[src/design/gs_tri_pkg.sv]
package gs_tri_pkg;

   localparam int DATA_W = 32;
   localparam int NODE_W = 6;
   localparam int SWEEP_W = 16;
   localparam int TOL_W = 31;
   localparam int CSR_INDEX_W = 3;

   typedef logic [NODE_W-1:0] node_index_type;

   // register indexes on the csr port
   localparam logic [CSR_INDEX_W-1:0] CSR_BOUNDARY_GAIN = 3'd0;
   localparam logic [CSR_INDEX_W-1:0] CSR_COUPLING      = 3'd1;
   localparam logic [CSR_INDEX_W-1:0] CSR_INTERIOR_GAIN = 3'd2;
   localparam logic [CSR_INDEX_W-1:0] CSR_TOLERANCE     = 3'd3;
   localparam logic [CSR_INDEX_W-1:0] CSR_MAX_SWEEPS    = 3'd4;

   // reset values, Q16.16 where fractional
   localparam logic signed [DATA_W-1:0] BOUNDARY_GAIN_RST = 32'sd65536;
   localparam logic signed [DATA_W-1:0] COUPLING_RST      = -32'sd65536;
   localparam logic signed [DATA_W-1:0] INTERIOR_GAIN_RST = 32'sd32768;
   localparam logic [TOL_W-1:0]         TOLERANCE_RST     = 31'd1;
   localparam logic [SWEEP_W-1:0]       MAX_SWEEPS_RST    = 16'd1000;

   typedef struct packed {
      logic signed [DATA_W-1:0] boundary_gain;
      logic signed [DATA_W-1:0] coupling;
      logic signed [DATA_W-1:0] interior_gain;
      logic [TOL_W-1:0]         tolerance;
      logic [SWEEP_W-1:0]       max_sweeps;
   } cfg_type;

   typedef struct packed {
      node_index_type           node_index;
      logic signed [DATA_W-1:0] potential;
      logic                     last_node;
      logic                     converged;
      logic [SWEEP_W-1:0]       sweeps_used;
   } rsp_word_type;

   typedef enum logic [3:0] {
      ST_IDLE,
      ST_RD_CUR,
      ST_RD_NB,
      ST_OPA,
      ST_MUL_B,
      ST_FIX_B,
      ST_SUM,
      ST_MUL_G,
      ST_FIX_G,
      ST_WB,
      ST_OUT_RD,
      ST_OUT_LOAD
   } eng_state_type;

endpackage

[src/design/gs_tri_store.sv]
module gs_tri_store #(
   parameter int DEPTH = 64,
   parameter int ADDR_W = 6
) (
   input  logic                          clock,
   input  logic                          we,
   input  logic [ADDR_W-1:0]             waddr,
   input  logic [gs_tri_pkg::DATA_W-1:0] wdata,
   input  logic                          re,
   input  logic [ADDR_W-1:0]             raddr,
   output logic [gs_tri_pkg::DATA_W-1:0] rdata
);

   logic [gs_tri_pkg::DATA_W-1:0] mem [DEPTH];
   logic [gs_tri_pkg::DATA_W-1:0] rdata_ff;

   always_ff @(posedge clock) begin
      if (we) begin
         mem[waddr] <= wdata;
      end
   end

   // read data holds until the next read
   always_ff @(posedge clock) begin
      if (re) begin
         rdata_ff <= mem[raddr];
      end
   end

   assign rdata = rdata_ff;

endmodule

[config.mk]
export PLATFORM = sky130hd
export DESIGN_NAME = gs_tri_store
export DESIGN_NICKNAME = d
export VERILOG_FILES = /design/src/design/gs_tri_pkg.sv /design/src/design/gs_tri_store.sv
export SDC_FILE = /design/constraint.sdc
export NUM_CORES = 2
export LEC_CHECK = 0
export BUFFER_PORTS_ARGS = -buffer_cell sky130_fd_sc_hd__buf_2
export CORE_MARGIN = 3
export CORE_UTILIZATION = 30
export DETAILED_ROUTE_END_ITERATION = 6
export SLEW_MARGIN = 15
export SYNTH_ARGS = -nofsm -noshare
export SYNTH_HDL_FRONTEND = slang
export SYNTH_SLANG_ARGS = --single-unit
[constraint.sdc]
create_clock -name clock -period 4.16 [get_ports clock]
set_input_delay 0.416 -clock clock [delete_from_list [all_inputs] [get_ports clock]]
set_output_delay 0.416 -clock clock [all_outputs]
set_load 0.05 [all_outputs]
* Word level (Yosys, flattened, before mapping)
Memory sizes are Yosys's and may differ from the RTL's. A register that Yosys moved wholly into a read port is not among the register bits.
Index checks and enable logic that the tools add are counted.
** Word-level totals
- Word-level logic and storage cells :: 3
- Memories kept :: 1
- Flip-flop bits (word level) :: 0
- Output and inout port bits :: 32
- Memory bits (writable) :: 2048
- Bits of input ports :: 47
** Memories
- mem :: words 64, bits a word 32, rd ports 1, clocked after Yosys merged registers in 1, wr ports 1, line gs_tri_store.sv:14 : logic [gs_tri_pkg::DATA_W-1:0] mem [DEPTH];
** Cells by class
- Muxes and demuxes :: 2
** Operator list (count)
- 2-to-1 mux 1 bit :: 2

* Depth between registers and ports, before layout
- Depth after elaboration :: 2
- Mapped depth :: 10
- Mapped depth without buffers :: 5

* Worst setup path after synthesis
OpenSTA, ideal clock, no wires.
- Kind :: input port to flip-flop
- Start :: input port waddr[3]
- End :: memory mem[48][0] in the netlist's numbering (enable)
- Required time :: 3.699 ns
- Stages on the path :: 4
- Setup time :: 0.461 ns
- Setup slack :: 0.584 ns
- Arrival time :: 3.115 ns
- Path through :: clkbuf_1 -> nor2b_1 -> nand4b_1 -> nor3_1
** RTL lines
- from (decl) :: line gs_tri_store.sv:7 : input logic [ADDR_W-1:0] waddr,
- to (decl) :: line gs_tri_store.sv:14
No word-level cell before the write port.

==> metrics.md <==
| Metric | Value |
|---|---|
| Outcome | `completed` |
| FF+latch count, synth | `2080` |
| Critical path data arrival time | `3430 ps` |
| Post-route ant nets | `0` |
| RSZ-0062 raised after global routing | `no` |
| Worst skew pair latency | `850 ps` |
| Placer Congestion | `0.7937` |
| Worst min path class | `in2reg` |
| Drt via density | `5.126` |
| Max cap viols | `0` |
| CORE AREA | `260400 sq um` |
| Syn Nets | `3371` |
| CTS buffer count | `204` |
| Leak | `0.02791 uW` |
| Filler Cell Count | `23630` |
| Worst Setup Start Kind | `primary input` |
| Crit. End Element | `flop` |
| Port Buffers | `78` |
| PostCTS Resize Cnt | `0` |
| Fin Clk Skew | `35.62 ps` |
| Mux share of post-synthesis cell area | `16.72%` |
| Die Wd | `518.6 um` |
| GR peak layer | `met2` |
| Largest family of logic cells by synthesized area | `multiplexers` |
| Share of cells above drive strength 1 | `30.25%` |
| Top-Level Pins | `79` |
| Drt drc | `0` |
| Routed WL | `210700 um` |
| GRT Util Overall | `15.46%` |
| Global-route wire length before repair | `297500 um` |
| Fmax | `347.8 MHz` |
| Synth Area in Adders | `0%` |
| Vias | `37310` |
| Met2 usage | `25.72%` |
| Warnings, synthesis | `0` |
| Clk buf depth | `3` |
| Final hold vios | `0` |
| Initial Util | `30.27%` |
| Worst Hold Path Cells | `1` |
| # Post-CTS Setup Buffers | `0` |
| CP cell instances | `buf_8 > buf_4 > buf_4 > mux4_2 > mux4_2 > o22ai_1 > nor2_1` |
| Remaining global-route overflow | `0` |
| Final WS setup | `1285 ps` |
| Complex-gate fraction of the synthesized area | `1.666%` |
| PwrDens | `473.2 nW/um^2` |
| Simple-Gate Fraction of Synth Area | `1.260%` |
| Total die area | `269000 sq um` |
| CP Depth | `7` |
| # clock sinks | `2080` |
| XOR/XNOR Fraction of Synth Area | `0%` |
| Crit Path Max Fanout | `45` |
| Setup TNS | `0 ps` |
| Layout Area Growth over Synthesis | `16.20%` |
| TritonCTS clock tree | `built` |
| Synth Instances | `3324` |
| Initial antenna violation count | `33` |
| Sequential share of the synthesized area | `79.23%` |
| Vias in the first global route | `37840` |
| Final setup vio count | `0` |
| Placed insts | `6892` |
| DP Worst Slack | `438.4 ps` |
| Slew HR | `20.32%` |
| Mean post-synth cell area | `23.72 sq um` |
| Met1 Track Usage GR | `20.91%` |
| Synth unique cells | `33` |
| Tmin final | `2875 ps` |
| WP data required | `4720 ps` |
| Max incr delay on CP | `650 ps` |
| Final period utilization | `69.12%` |
| Root Driver | `clkbuf_16` |
| Power consumption | `43350 uW` |
| Mapped cell area | `78840 sq um` |
| Fin cells | `7279` |
| Worst r2r path cells | `4` |
| CP top delay family | `buffers and inverters` |
| Worst-path clk slew | `60 ps` |
| First DRT Iteration DRCs | `4745` |
| Hold-fix buffers, CTS | `0` |
| Die H | `518.6 um` |
| WS Path Type | `in2reg` |
| Drt pass-1 iters | `5` |
| H-tree depth | `4` |
| Avg WL per Cell | `28.94 um` |
| Worst vdd ir | `0.4206 mV` |
| Nets@finish | `3651` |
| Final Max Slew Viols | `0` |
| Slowest stage cell, crit path | `o22ai_1` |
| Critical path buffer and inverter count | `3` |
| Actual slew at the worst max-slew pin | `1195 ps` |
| Row count | `187` |
| HPWL after DPL | `118200 um` |
| Largest net degree at the start of global routing | `73` |
| Met3 usage | `2.509%` |
## area by class of cell
cell class	count	area, sq um	area share, %
timing repair buffer	256	2359	2.575
tap	3496	4374	4.775
sequential	2080	62460	68.18
multi-input combinational	1062	15970	17.43
antenna	14	35.03	0.03824
clock buffer	253	5310	5.797
clock inverter	118	1101	1.202
## Yosys cell counts (all sizes together)
cell type     n  area (sq um)
o32ai         4         35.03
nand4b        1         8.760
a311oi        8         70.07
mux4        544         12250
or2           3         18.78
buf         108         608.1
and2          2         12.51
a22oi        12         90.09
or3           3         18.77
o221ai       27         236.5
nor3          7         35.03
or3b          5         43.80
nand2        26         97.59
edfxtp     2080         62460
o22ai        84         525.5
a21oi        62         310.3
nand3b        5         37.54
mux2i        93         930.9
nand2b        8         50.05
a31oi         1         6.260
a41o          4         40.04
and3          4         25.02
nor2        137         514.2
nand3         5         25.02
clkbuf       74         277.8
nand4         2         12.51
nor2b        15         93.84
## routing by layer
layer	part of all wire, %	vias up
met4	2.3	4
met1	40	20520
met5	0.012	-
li1	-	14890
met3	7.2	292
met2	50	1605
## where the power goes
group / internal (uW) / switching (uW) / total, uW
Combinational: 807 / 1440 / 2240
Clock: 9940 / 7840 / 17800
Sequential: 23300 / 74.5 / 23300
## path summary, 6_finish.rpt
kind | slack [ps] | end | start
max | 1280 | rdata[29] | raddr[1]
min | 80 | mem[19][4] | wdata[4]
max reg2reg | 1710 | rdata[29] | mem[14][29]
min reg2reg | 920 | rdata[4] | mem[12][4]
## per-stage QoR
stage,util (%),hold slack (ps),cell area (sq um)
after floorplan,-,514.9,78840
after global placement,32.67,945.2,85090
after detailed placement,32.68,914.9,85090
after CTS,35.14,95.83,91500
after global routing,35.17,66.26,91590
final,35.18,84.87,91610
## logic make-up after synthesis
group,Yosys count
AO/OA/AOI/OAI,202
buffers and inverters,182
AND/OR/NAND/NOR,223
multiplexers,637
flip-flops,2080
## cell usage in the layout, fill, tap and decap left out, types with 27 or more instances in the layout
cell type and n:
a21oi_1 62, buf_12 44, buf_2 64, buf_4 143, clkbuf_1 48, clkbuf_16 205
clkinv_1 52, clkinv_2 33, edfxtp_1 2080, mux2i_1 93, mux4_2 544, nor2_1 75
nor2_4 62, o221ai_1 27, o22ai_1 84
## registers in the layout, summed over array words and instances (netlist names)
| name | flops |
|---|---|
| mem | 2048 |
| rdata | 32 |
Power figures use the tool's default switching activity.
