<file path="src/design/gs_tri_pkg.sv">
package gs_tri_pkg;

   localparam int DATA_W = 32;
   localparam int NODE_W = 6;
   localparam int SWEEP_W = 16;
   localparam int TOL_W = 31;
   localparam int CSR_INDEX_W = 3;

   typedef logic [NODE_W-1:0] node_index_type;

   // register indexes on the csr port
   localparam logic [CSR_INDEX_W-1:0] CSR_BOUNDARY_GAIN = 3'd0;
   localparam logic [CSR_INDEX_W-1:0] CSR_COUPLING      = 3'd1;
   localparam logic [CSR_INDEX_W-1:0] CSR_INTERIOR_GAIN = 3'd2;
   localparam logic [CSR_INDEX_W-1:0] CSR_TOLERANCE     = 3'd3;
   localparam logic [CSR_INDEX_W-1:0] CSR_MAX_SWEEPS    = 3'd4;

   // reset values, Q16.16 where fractional
   localparam logic signed [DATA_W-1:0] BOUNDARY_GAIN_RST = 32'sd65536;
   localparam logic signed [DATA_W-1:0] COUPLING_RST      = -32'sd65536;
   localparam logic signed [DATA_W-1:0] INTERIOR_GAIN_RST = 32'sd32768;
   localparam logic [TOL_W-1:0]         TOLERANCE_RST     = 31'd1;
   localparam logic [SWEEP_W-1:0]       MAX_SWEEPS_RST    = 16'd1000;

   typedef struct packed {
      logic signed [DATA_W-1:0] boundary_gain;
      logic signed [DATA_W-1:0] coupling;
      logic signed [DATA_W-1:0] interior_gain;
      logic [TOL_W-1:0]         tolerance;
      logic [SWEEP_W-1:0]       max_sweeps;
   } cfg_type;

   typedef struct packed {
      node_index_type           node_index;
      logic signed [DATA_W-1:0] potential;
      logic                     last_node;
      logic                     converged;
      logic [SWEEP_W-1:0]       sweeps_used;
   } rsp_word_type;

   typedef enum logic [3:0] {
      ST_IDLE,
      ST_RD_CUR,
      ST_RD_NB,
      ST_OPA,
      ST_MUL_B,
      ST_FIX_B,
      ST_SUM,
      ST_MUL_G,
      ST_FIX_G,
      ST_WB,
      ST_OUT_RD,
      ST_OUT_LOAD
   } eng_state_type;

endpackage

</file>
<file path="src/design/gs_tri_engine.sv">
module gs_tri_engine #(
   parameter int NODES = 64,
   parameter int FRACTION_BITS = 16,
   parameter int ADDR_W = 6
) (
   input  logic                                 clock,
   input  logic                                 reset,
   input  gs_tri_pkg::cfg_type                  cfg,
   input  logic                                 start,
   input  logic signed [gs_tri_pkg::DATA_W-1:0] surface_term,
   output logic                                 idle,
   input  logic                                 out_free,
   output logic                                 out_load,
   output gs_tri_pkg::rsp_word_type             out_word,
   output logic                                 mem_we,
   output logic [ADDR_W-1:0]                    mem_waddr,
   output logic [gs_tri_pkg::DATA_W-1:0]        mem_wdata,
   output logic                                 mem_re,
   output logic [ADDR_W-1:0]                    mem_raddr,
   input  logic [gs_tri_pkg::DATA_W-1:0]        mem_rdata
);

   localparam logic [ADDR_W-1:0] LAST = ADDR_W'(NODES - 1);
   localparam logic signed [63:0] ROUND_BIAS = (64'sd1 <<< FRACTION_BITS) - 64'sd1;
   localparam logic signed [63:0] SAT_MAX = 64'sd2147483647;
   localparam logic signed [63:0] SAT_MIN = -64'sd2147483648;

   // product back to Q format, truncated toward zero and saturated
   function automatic logic signed [31:0] qfix(input logic signed [63:0] p);
      logic signed [63:0] bias;
      logic signed [63:0] q;
      bias = p[63] ? ROUND_BIAS : 64'sd0;
      q = (p + bias) >>> FRACTION_BITS;
      if (q > SAT_MAX) begin
         return 32'sh7FFF_FFFF;
      end else if (q < SAT_MIN) begin
         return 32'sh8000_0000;
      end
      return q[31:0];
   endfunction

   function automatic logic signed [31:0] sat33(input logic signed [32:0] s);
      if (s[32] != s[31]) begin
         return s[32] ? 32'sh8000_0000 : 32'sh7FFF_FFFF;
      end
      return s[31:0];
   endfunction

   gs_tri_pkg::eng_state_type state_ff, state_in;
   logic [ADDR_W-1:0]              k_ff, k_in;
   logic [gs_tri_pkg::SWEEP_W-1:0] sweep_ff, sweep_in;
   logic                           first_ff, first_in;
   logic                           conv_ff, conv_in;
   logic signed [31:0]             c_ff, c_in;
   logic signed [31:0]             old_ff, old_in;
   logic signed [31:0]             nb_ff, nb_in;
   logic signed [31:0]             prev_ff, prev_in;
   logic signed [31:0]             fix_ff, fix_in;
   logic signed [31:0]             sum_ff, sum_in;
   logic [31:0]                    largest_ff, largest_in;
   logic signed [63:0]             prod_ff;

   logic                           boundary;
   logic signed [31:0]             mul_a, mul_b;
   logic signed [31:0]             rd_masked;
   logic signed [32:0]             diff;
   logic [31:0]                    abs_diff;
   logic [31:0]                    largest_nx;
   logic [gs_tri_pkg::SWEEP_W-1:0] cap;

   assign boundary = (k_ff == '0) || (k_ff == LAST);
   // nothing is written yet during the first sweep, so the store reads as zero
   assign rd_masked = first_ff ? 32'sd0 : $signed(mem_rdata);
   assign cap = (cfg.max_sweeps == '0) ? 16'd1 : cfg.max_sweeps;

   assign diff = {fix_ff[31], fix_ff} - {old_ff[31], old_ff};
   assign abs_diff = diff[32] ? 32'(-diff) : diff[31:0];
   assign largest_nx = (abs_diff > largest_ff) ? abs_diff : largest_ff;

   // one shared multiplier for both products of a boundary node
   always_comb begin
      if (state_ff == gs_tri_pkg::ST_MUL_B) begin
         mul_a = cfg.coupling;
         mul_b = nb_ff;
      end else begin
         mul_a = boundary ? cfg.boundary_gain : cfg.interior_gain;
         mul_b = sum_ff;
      end
   end

   always_comb begin
      state_in   = state_ff;
      k_in       = k_ff;
      sweep_in   = sweep_ff;
      first_in   = first_ff;
      conv_in    = conv_ff;
      c_in       = c_ff;
      old_in     = old_ff;
      nb_in      = nb_ff;
      prev_in    = prev_ff;
      fix_in     = fix_ff;
      sum_in     = sum_ff;
      largest_in = largest_ff;
      idle       = 1'b0;
      out_load   = 1'b0;
      mem_we     = 1'b0;
      mem_re     = 1'b0;
      mem_raddr  = k_ff;
      mem_waddr  = k_ff;
      mem_wdata  = fix_ff;
      out_word.node_index  = gs_tri_pkg::node_index_type'(k_ff);
      out_word.potential   = mem_rdata;
      out_word.last_node   = (k_ff == LAST);
      out_word.converged   = conv_ff;
      out_word.sweeps_used = sweep_ff;

      case (state_ff)
         gs_tri_pkg::ST_IDLE: begin
            idle = 1'b1;
            if (start) begin
               c_in       = surface_term;
               k_in       = '0;
               sweep_in   = 16'd1;
               first_in   = 1'b1;
               largest_in = '0;
               state_in   = gs_tri_pkg::ST_RD_CUR;
            end
         end
         gs_tri_pkg::ST_RD_CUR: begin
            mem_re   = 1'b1;
            state_in = gs_tri_pkg::ST_RD_NB;
         end
         gs_tri_pkg::ST_RD_NB: begin
            old_in    = rd_masked;
            mem_re    = (k_ff != LAST);
            mem_raddr = ADDR_W'(k_ff + 1'b1);
            state_in  = gs_tri_pkg::ST_OPA;
         end
         gs_tri_pkg::ST_OPA: begin
            // last node couples to the value just computed for its neighbor
            nb_in    = (k_ff == LAST) ? prev_ff : rd_masked;
            state_in = boundary ? gs_tri_pkg::ST_MUL_B : gs_tri_pkg::ST_SUM;
         end
         gs_tri_pkg::ST_MUL_B: begin
            state_in = gs_tri_pkg::ST_FIX_B;
         end
         gs_tri_pkg::ST_FIX_B: begin
            fix_in   = qfix(prod_ff);
            state_in = gs_tri_pkg::ST_SUM;
         end
         gs_tri_pkg::ST_SUM: begin
            if (boundary) begin
               sum_in = sat33({c_ff[31], c_ff} - {fix_ff[31], fix_ff});
            end else begin
               sum_in = sat33({prev_ff[31], prev_ff} + {nb_ff[31], nb_ff});
            end
            state_in = gs_tri_pkg::ST_MUL_G;
         end
         gs_tri_pkg::ST_MUL_G: begin
            state_in = gs_tri_pkg::ST_FIX_G;
         end
         gs_tri_pkg::ST_FIX_G: begin
            fix_in   = qfix(prod_ff);
            state_in = gs_tri_pkg::ST_WB;
         end
         gs_tri_pkg::ST_WB: begin
            mem_we     = 1'b1;
            prev_in    = fix_ff;
            largest_in = largest_nx;
            if (k_ff != LAST) begin
               k_in     = ADDR_W'(k_ff + 1'b1);
               state_in = gs_tri_pkg::ST_RD_CUR;
            end else begin
               k_in     = '0;
               first_in = 1'b0;
               if (largest_nx <= {1'b0, cfg.tolerance}) begin
                  conv_in  = 1'b1;
                  state_in = gs_tri_pkg::ST_OUT_RD;
               end else if (sweep_ff >= cap) begin
                  conv_in  = 1'b0;
                  state_in = gs_tri_pkg::ST_OUT_RD;
               end else begin
                  sweep_in   = sweep_ff + 16'd1;
                  largest_in = '0;
                  state_in   = gs_tri_pkg::ST_RD_CUR;
               end
            end
         end
         gs_tri_pkg::ST_OUT_RD: begin
            mem_re   = 1'b1;
            state_in = gs_tri_pkg::ST_OUT_LOAD;
         end
         gs_tri_pkg::ST_OUT_LOAD: begin
            if (out_free) begin
               out_load = 1'b1;
               if (k_ff == LAST) begin
                  state_in = gs_tri_pkg::ST_IDLE;
               end else begin
                  k_in     = ADDR_W'(k_ff + 1'b1);
                  state_in = gs_tri_pkg::ST_OUT_RD;
               end
            end
         end
         default: begin
            state_in = gs_tri_pkg::ST_IDLE;
         end
      endcase
   end

   always_ff @(posedge clock) begin
      if (reset) begin
         state_ff   <= gs_tri_pkg::ST_IDLE;
         k_ff       <= '0;
         sweep_ff   <= '0;
         first_ff   <= 1'b1;
         conv_ff    <= 1'b0;
         largest_ff <= '0;
      end else begin
         state_ff   <= state_in;
         k_ff       <= k_in;
         sweep_ff   <= sweep_in;
         first_ff   <= first_in;
         conv_ff    <= conv_in;
         largest_ff <= largest_in;
      end
   end

   always_ff @(posedge clock) begin
      c_ff    <= c_in;
      old_ff  <= old_in;
      nb_ff   <= nb_in;
      prev_ff <= prev_in;
      fix_ff  <= fix_in;
      sum_ff  <= sum_in;
      prod_ff <= 64'(mul_a) * 64'(mul_b);
   end

endmodule

</file>
<file path="config.mk">
export PLATFORM = sky130hd
export DESIGN_NAME = gs_tri_engine
export DESIGN_NICKNAME = d
export VERILOG_FILES = /design/src/design/gs_tri_pkg.sv /design/src/design/gs_tri_engine.sv
export SDC_FILE = /design/constraint.sdc
export NUM_CORES = 2
export LEC_CHECK = 0
export ABC_CLOCK_PERIOD_IN_PS = 11160
export BUFFER_PORTS_ARGS = -buffer_cell sky130_fd_sc_hd__buf_4
export CORE_UTILIZATION = 31
export DETAILED_ROUTE_END_ITERATION = 6
export GPL_ROUTABILITY_DRIVEN = 0
export SYNTH_ARGS = -nofsm -noshare
export SYNTH_HDL_FRONTEND = slang
export SYNTH_SLANG_ARGS = --single-unit
</file>
<file path="constraint.sdc">
create_clock -name clock -period 11.16 [get_ports clock]
set_clock_uncertainty 0.05 [all_clocks]
set_input_delay 2.232 -clock clock [delete_from_list [all_inputs] [get_ports clock]]
set_output_delay 2.232 -clock clock [all_outputs]
set_load 0.03 [all_outputs]
</file>
# Yosys cells after proc, flatten, opt, wreduce, memory -nomap -nowiden
# Index checks and enable logic that the tools add are counted.
[word_totals]
ff_bits = 316
in_bits = 211
output_inout_bits = 104
wordCells = 129
[op_classes]
addsub = 7
multipliers = 1
n_lt_le_gt_ge = 5
n_eq_ne = 21
muxes = 65
bitwise_logic = 1
reduce_logical = 16
[ops]
columns = ["op", "count"]
rows = [
  ["$mux W32", 22],
  ["$pmux W32 S2", 2],
  ["$mux W16", 6],
  ["$sub A32 B32 Y33", 2],
  ["$add A64 B17 Y64", 1],
  ["$mul A32 B32 Y64", 1],
  ["$gt A48 B32 Y1 const B", 1],
  ["$lt A48 B32 Y1 const B", 1],
  ["$pmux W4 S12", 1],
  ["$add A32 B32 Y33", 1],
  ["$gt A32 B32 Y1", 1],
  ["$le A32 B31 Y1", 1],
  ["$neg A32 Y32", 1],
  ["$pmux W16 S2", 1],
  ["$mux W6", 5],
  ["$mux W4", 6],
  ["$mux W1", 18],
  ["$pmux W6 S3", 1],
  ["$add A16 B1 Y16 const B", 1],
  ["$eq A4 B3 Y1 const B", 4],
  ["$eq A4 B4 Y1 const B", 4],
  ["$ge A16 B16 Y1", 1],
  ["$logic_not A16 Y1", 1],
  ["$ne A2 B2 Y1 const B", 6],
  ["19 further kinds", 27],
]

# Depth between registers and ports, before layout
[logic_depth]
word_depth = 9
mapped_depth = 48
depth_no_buf = 43

# Worst setup path before layout
# Ideal clock, no wire load.
[synth_timing]
path_type = "register -> register"
from = "reg k_ff[0], in the netlist mem_waddr[0]"
to = "reg prod_ff[63]"
setup_ns = 0.072
t_arrival_ns = 10.339
required_time_ns = 11.038
setup_slack_ns = 0.699
path_stages_with_launch = 41
path_buffers = 3
period_less_slack_ns = 10.461
cell_sequence = "dfxtp_1 > ha_1 > and3_1 > nand3_1 > o21ai_0 > clkbuf_1 > buf_1 > mux2i_1 > o21ai_1 > clkbuf_1 > nand2_1 > fa_1 > inv_1 > fa_1 > fa_1 > inv_1 > fa_1 > inv_1 > [5 not listed] > inv_1 > fa_1 > inv_1 > ha_1 > a21o_1 > a21oi_1 > inv_1 > a21o_1 > a21oi_1 > o21ai_0 > a22oi_1 > a2bb2oi_1 > o21ai_1 > a311o_1 > a31o_2 > a221o_1 > a21oi_1 > xnor2_1"
[synth_via]
elab_chain_cells = 5
word_cells_on_any_way = 6
classes_between = "mul: 1; eq/ne: 1; mux: 2; reduce/logical: 2"
[synth_lines]
columns = ["element", "line", "rtl"]
rows = [
  ["start: declaration", "gs_tri_engine.sv:50", "logic [ADDR_W-1:0] k_ff, k_in;"],
  ["start signal: assignment", "gs_tri_engine.sv:220", "k_ff <= k_in;"],
  ["$eq A6 B6 Y1 / $logic_not A6 Y1 (equally long branches)", "gs_tri_engine.sv:71", "assign boundary = (k_ff == '0) || (k_ff == LAST);"],
  ["$logic_or A1 B1 Y1 *", "gs_tri_engine.sv:71", ""],
  ["$mux W32 *", "gs_tri_engine.sv:86", "mul_a = boundary ? cfg.boundary_gain : cfg.interior_gain;"],
  ["$mux W32 *", "gs_tri_engine.sv:82", "if (state_ff == gs_tri_pkg::ST_MUL_B) begin"],
  ["$mul A32 B32 Y64 *", "gs_tri_engine.sv:235", "prod_ff <= 64'(mul_a) * 64'(mul_b);"],
  ["end signal: assignment", "gs_tri_engine.sv:235", ""],
  ["end: declaration", "gs_tri_engine.sv:61", "logic signed [63:0] prod_ff;"],
]
# Mark *: on every way between the ends. The rest lies on a longest branch, timed or not.
# A chain may end at the register's enable or synchronous reset.

# Final worst setup path
[layout_timing]
from = "reg fix_ff[0], in the netlist mem_wdata[0]"
to = "reg largest_ff[8]"
[layout_via]
elab_chain_cells = 9
word_cells_on_any_way = 10
classes_between = "add/sub: 2; order compare: 2; mux: 6"
[layout_lines]
columns = ["element", "line", "rtl"]
rows = [
  ["start: declaration", "gs_tri_engine.sv:58", "logic signed [31:0] fix_ff, fix_in;"],
  ["start signal: assignment", "gs_tri_engine.sv:233", "fix_ff <= fix_in;"],
  ["$sub A32 B32 Y33 *", "gs_tri_engine.sv:76", "assign diff = {fix_ff[31], fix_ff} - {old_ff[31], old_ff};"],
  ["$neg A32 Y32", "gs_tri_engine.sv:77", "assign abs_diff = diff[32] ? 32'(-diff) : diff[31:0];"],
  ["$mux W32 *", "gs_tri_engine.sv:77", ""],
  ["$gt A32 B32 Y1", "gs_tri_engine.sv:78", "assign largest_nx = (abs_diff > largest_ff) ? abs_diff : largest_ff;"],
  ["$mux W32 *", "gs_tri_engine.sv:78", ""],
  ["$le A32 B31 Y1 / $mux W32 (equally long branches)", "gs_tri_engine.sv:176, gs_tri_engine.sv:179", ""],
  ["$mux W32", "gs_tri_engine.sv:176", "if (largest_nx <= {1'b0, cfg.tolerance}) begin"],
  ["$mux W32 *", "gs_tri_engine.sv:170", "if (k_ff != LAST) begin"],
  ["$pmux W32 S2 *", "gs_tri_engine.sv:117", "case (state_ff)"],
  ["end signal: assignment", "gs_tri_engine.sv:224", "largest_ff <= largest_in;"],
  ["end: declaration", "gs_tri_engine.sv:60", "logic [31:0] largest_ff, largest_in;"],
]
# Marks and branches as above.

==> reports/qor.yml <==
clock_network:
  cts-root-buf: "clkbuf_16"
  insertion_delay_ns: 0.60
  cts_buffers: 37
  htreeDepth: 2
  clock-sinks: 316
  hold_buffers: 0
  cts.clk_slew.worst_paths_ns: 0.06
  tritoncts: "built"
  clock_path_buffers: 3
job:
  cap_violations: 0
drt:
  drt_iter0_drc: 3319
  vias: 44460
  dr.pass1.iters: 6
  wire_per_inst_um: 20.11
  vias_per_cell: 4.948
  drc_errors: 0
  detail_route.wirelength_mm: 180.6
  ant_nets: 0
synth:
  yosys.area_share.simple: 0.1342
  syn_area_um2: 56760
  synth-xor-area-share: 0.03302
  synth_compound_area_frac: 0.08988
  yosys_warnings: 0
  async_flop_share: 0
  synth_mux_area_frac: 0.02328
  synth.distinct_cells: 99
  synth_fp_nets: 7919
  postSynthCellCount: 6245
  synth_top_family_by_area: "adder cells"
  yosysSeqAreaShare: 0.1453
  synthAdderAreaFrac: 0.4660
  synth-main-ff-cell: "edfxtp_1"
  synth-edff-count: 192
  syn_avg_cell_area_um2: 9.088
  synth_seq_cells: 316
sta:
  tightestPinTransition_ns: 1.157
  setup_viol_count_final: 0
  finalHoldViolCount: 0
  finalCritPeriodShare: 0.9564
  post-route-min-period_ns: 10.67
  setup-tns-final_ns: 0
  relSlewSlack: 0.2270
  fmax_ghz: 0.09369
  drv_slew: 0
  rsz0062_at_grt: "no"
die:
  rows: 156
  initial_core_util: 0.3130
  die_w_um: 429.9
  fp.dieH_um: 429.9
  core_um2: 181300
  pin_count: 315
  dieArea_um2: 184800
global_routing:
  grt.overflow.total: 0
  grt_pass1_wl_mm: 273.2
  grt_pass1_vias: 46540
  antenna_found_initial: 8
  grt_max_degree: 97
  grtUsageTotal: 0.1945
critical_path:
  crit_fanout: 45
  path_delay_family: "compound AO/OA/AOI/OAI gates"
  crit_type: "reg -> reg"
  slowest_stage: "nor4_1"
  critPathLaunchType: "register"
  max_stage_delay_ns: 0.59
  path_buf_inv: 3
  end_kind: "register"
  worst-endpoint-arrival_ns: 11.09
  cp.required_ns: 11.58
final_layout:
  final_cell_mix: "inv_1 (1,309), fa_1 (1,085), nand2_1 (964)"
  layout_commonest_cell: "inv_1"
  regArea_um2: 8248
  fin_nets: 8256
  fill_cells: 18270
  drive_above_1_share: 0.1177
  multi_input_area_um2: 42610
  areaGrowthSynthToFinish_pct: 13.60
worst_hold_path:
  hold_class: "reg -> reg"
placed_design:
  hpwl_mm: 153.7
  port_buffers: 314
run_status:
  status: "finished clean"
==> path summary, 6_finish.rpt <==
kind	end	cells after the start	slack, ns	start
max reg2reg	largest_ff[8]	38	0.49	mem_wdata[0]
max	largest_ff[8]	38	0.49	mem_wdata[0]
min	largest_ff[28]	2	0.42	largest_ff[28]
min reg2reg	largest_ff[28]	2	0.42	largest_ff[28]
==> synthesized netlist by cell type (48+ instances only) <==
| library cell | instances | area share |
|---|---|---|
| a21o_1 | 105 | 0.014 |
| a21oi_1 | 196 | 0.017 |
| clkbuf_1 | 218 | 0.014 |
| dfxtp_1 | 124 | 0.044 |
| edfxtp_1 | 192 | 0.10 |
| fa_1 | 1085 | 0.38 |
| ha_1 | 378 | 0.083 |
| inv_1 | 1309 | 0.087 |
| mux2_2 | 61 | 0.012 |
| mux2i_1 | 60 | 0.011 |
| nand2_1 | 964 | 0.064 |
| nand2b_1 | 48 | 0.0053 |
| nand3_1 | 65 | 0.0057 |
| nor2_1 | 396 | 0.026 |
| nor2b_1 | 73 | 0.0080 |
| o21a_1 | 61 | 0.0081 |
| o21ai_0 | 164 | 0.014 |
| xnor2_1 | 123 | 0.019 |
| xor2_1 | 91 | 0.014 |
==> registers in the layout (all words and copies together) (netlist names) <==
| signal | cells |
|---|---|
| c_ff | 32 |
| conv_ff | 1 |
| first_ff | 1 |
| largest_ff | 32 |
| mem_waddr | 6 |
| mem_wdata | 32 |
| nb_ff | 32 |
| old_ff | 32 |
| prev_ff | 32 |
| prod_ff | 64 |
| state_ff | 4 |
| sum_ff | 32 |
| sweep_ff | 16 |
==> worst min-delay path, cell delays in order (launching register included) <==
cell	delay, ns
dfxtp_1	0.32
nand2_1	0.05
o21ai_1	0.05
==> layout make-up <==
type	count	area share
Multi-Input combinational cell	4339	0.6608
Sequential cell	316	0.1279
Inverter	1310	0.07626
Timing Repair Buffer	578	0.07007
Tap cell	2370	0.04599
Clock buffer	43	0.01502
Clock inverter	25	0.003784
Antenna cell	4	0.0001552
==> layer usage <==
layer / wire (um) / up-vias / global-route usage
li1: - / 20030 / -
met1: 68910 / 22520 / 0.2301
met2: 91500 / 1495 / 0.3468
met3: 9915 / 416 / 0.02296
met4: 10320 / 0 / 0.09625
met5: 0 / - / 0
==> per-stage QoR <==
step           area (um^2)    util  setup WS (ns)  instances  hold slack [ns]
5_1_grt              64470  0.3556        0.06700       8983           0.4392
3_3_place_gp         63250  0.3488         0.2121       8913           0.3999
6_report             64480  0.3556         0.4861       8985           0.4204
2_1_floorplan        56760       -         0.6991       6245           0.3908
4_1_cts              64460  0.3555         0.5355       8981           0.4209
3_5_place_dp         63250  0.3488         0.1530       8913           0.4120
==> cells by family (layout without fill, tap and decap cells) <==
family	after synthesis	count (layout)
flip-flops	316	316
multiplexers	124	124
AND/OR/NAND/NOR	1755	1755
XOR/XNOR	214	214
other	0	4
adder cells (fa/ha/maj)	1463	1463
buffers and inverters	1590	1956
AO/OA/AOI/OAI	783	783
==> repair_timing <==
action                                  4_1_cts  5_1_grt
gates resized for setup                       0        1
endpoints found under the setup margin        0       27
buffers inserted                              0        0
Power is not shown: default switching activity piles up to over one toggle a cycle in this logic, so the estimate is an artifact.
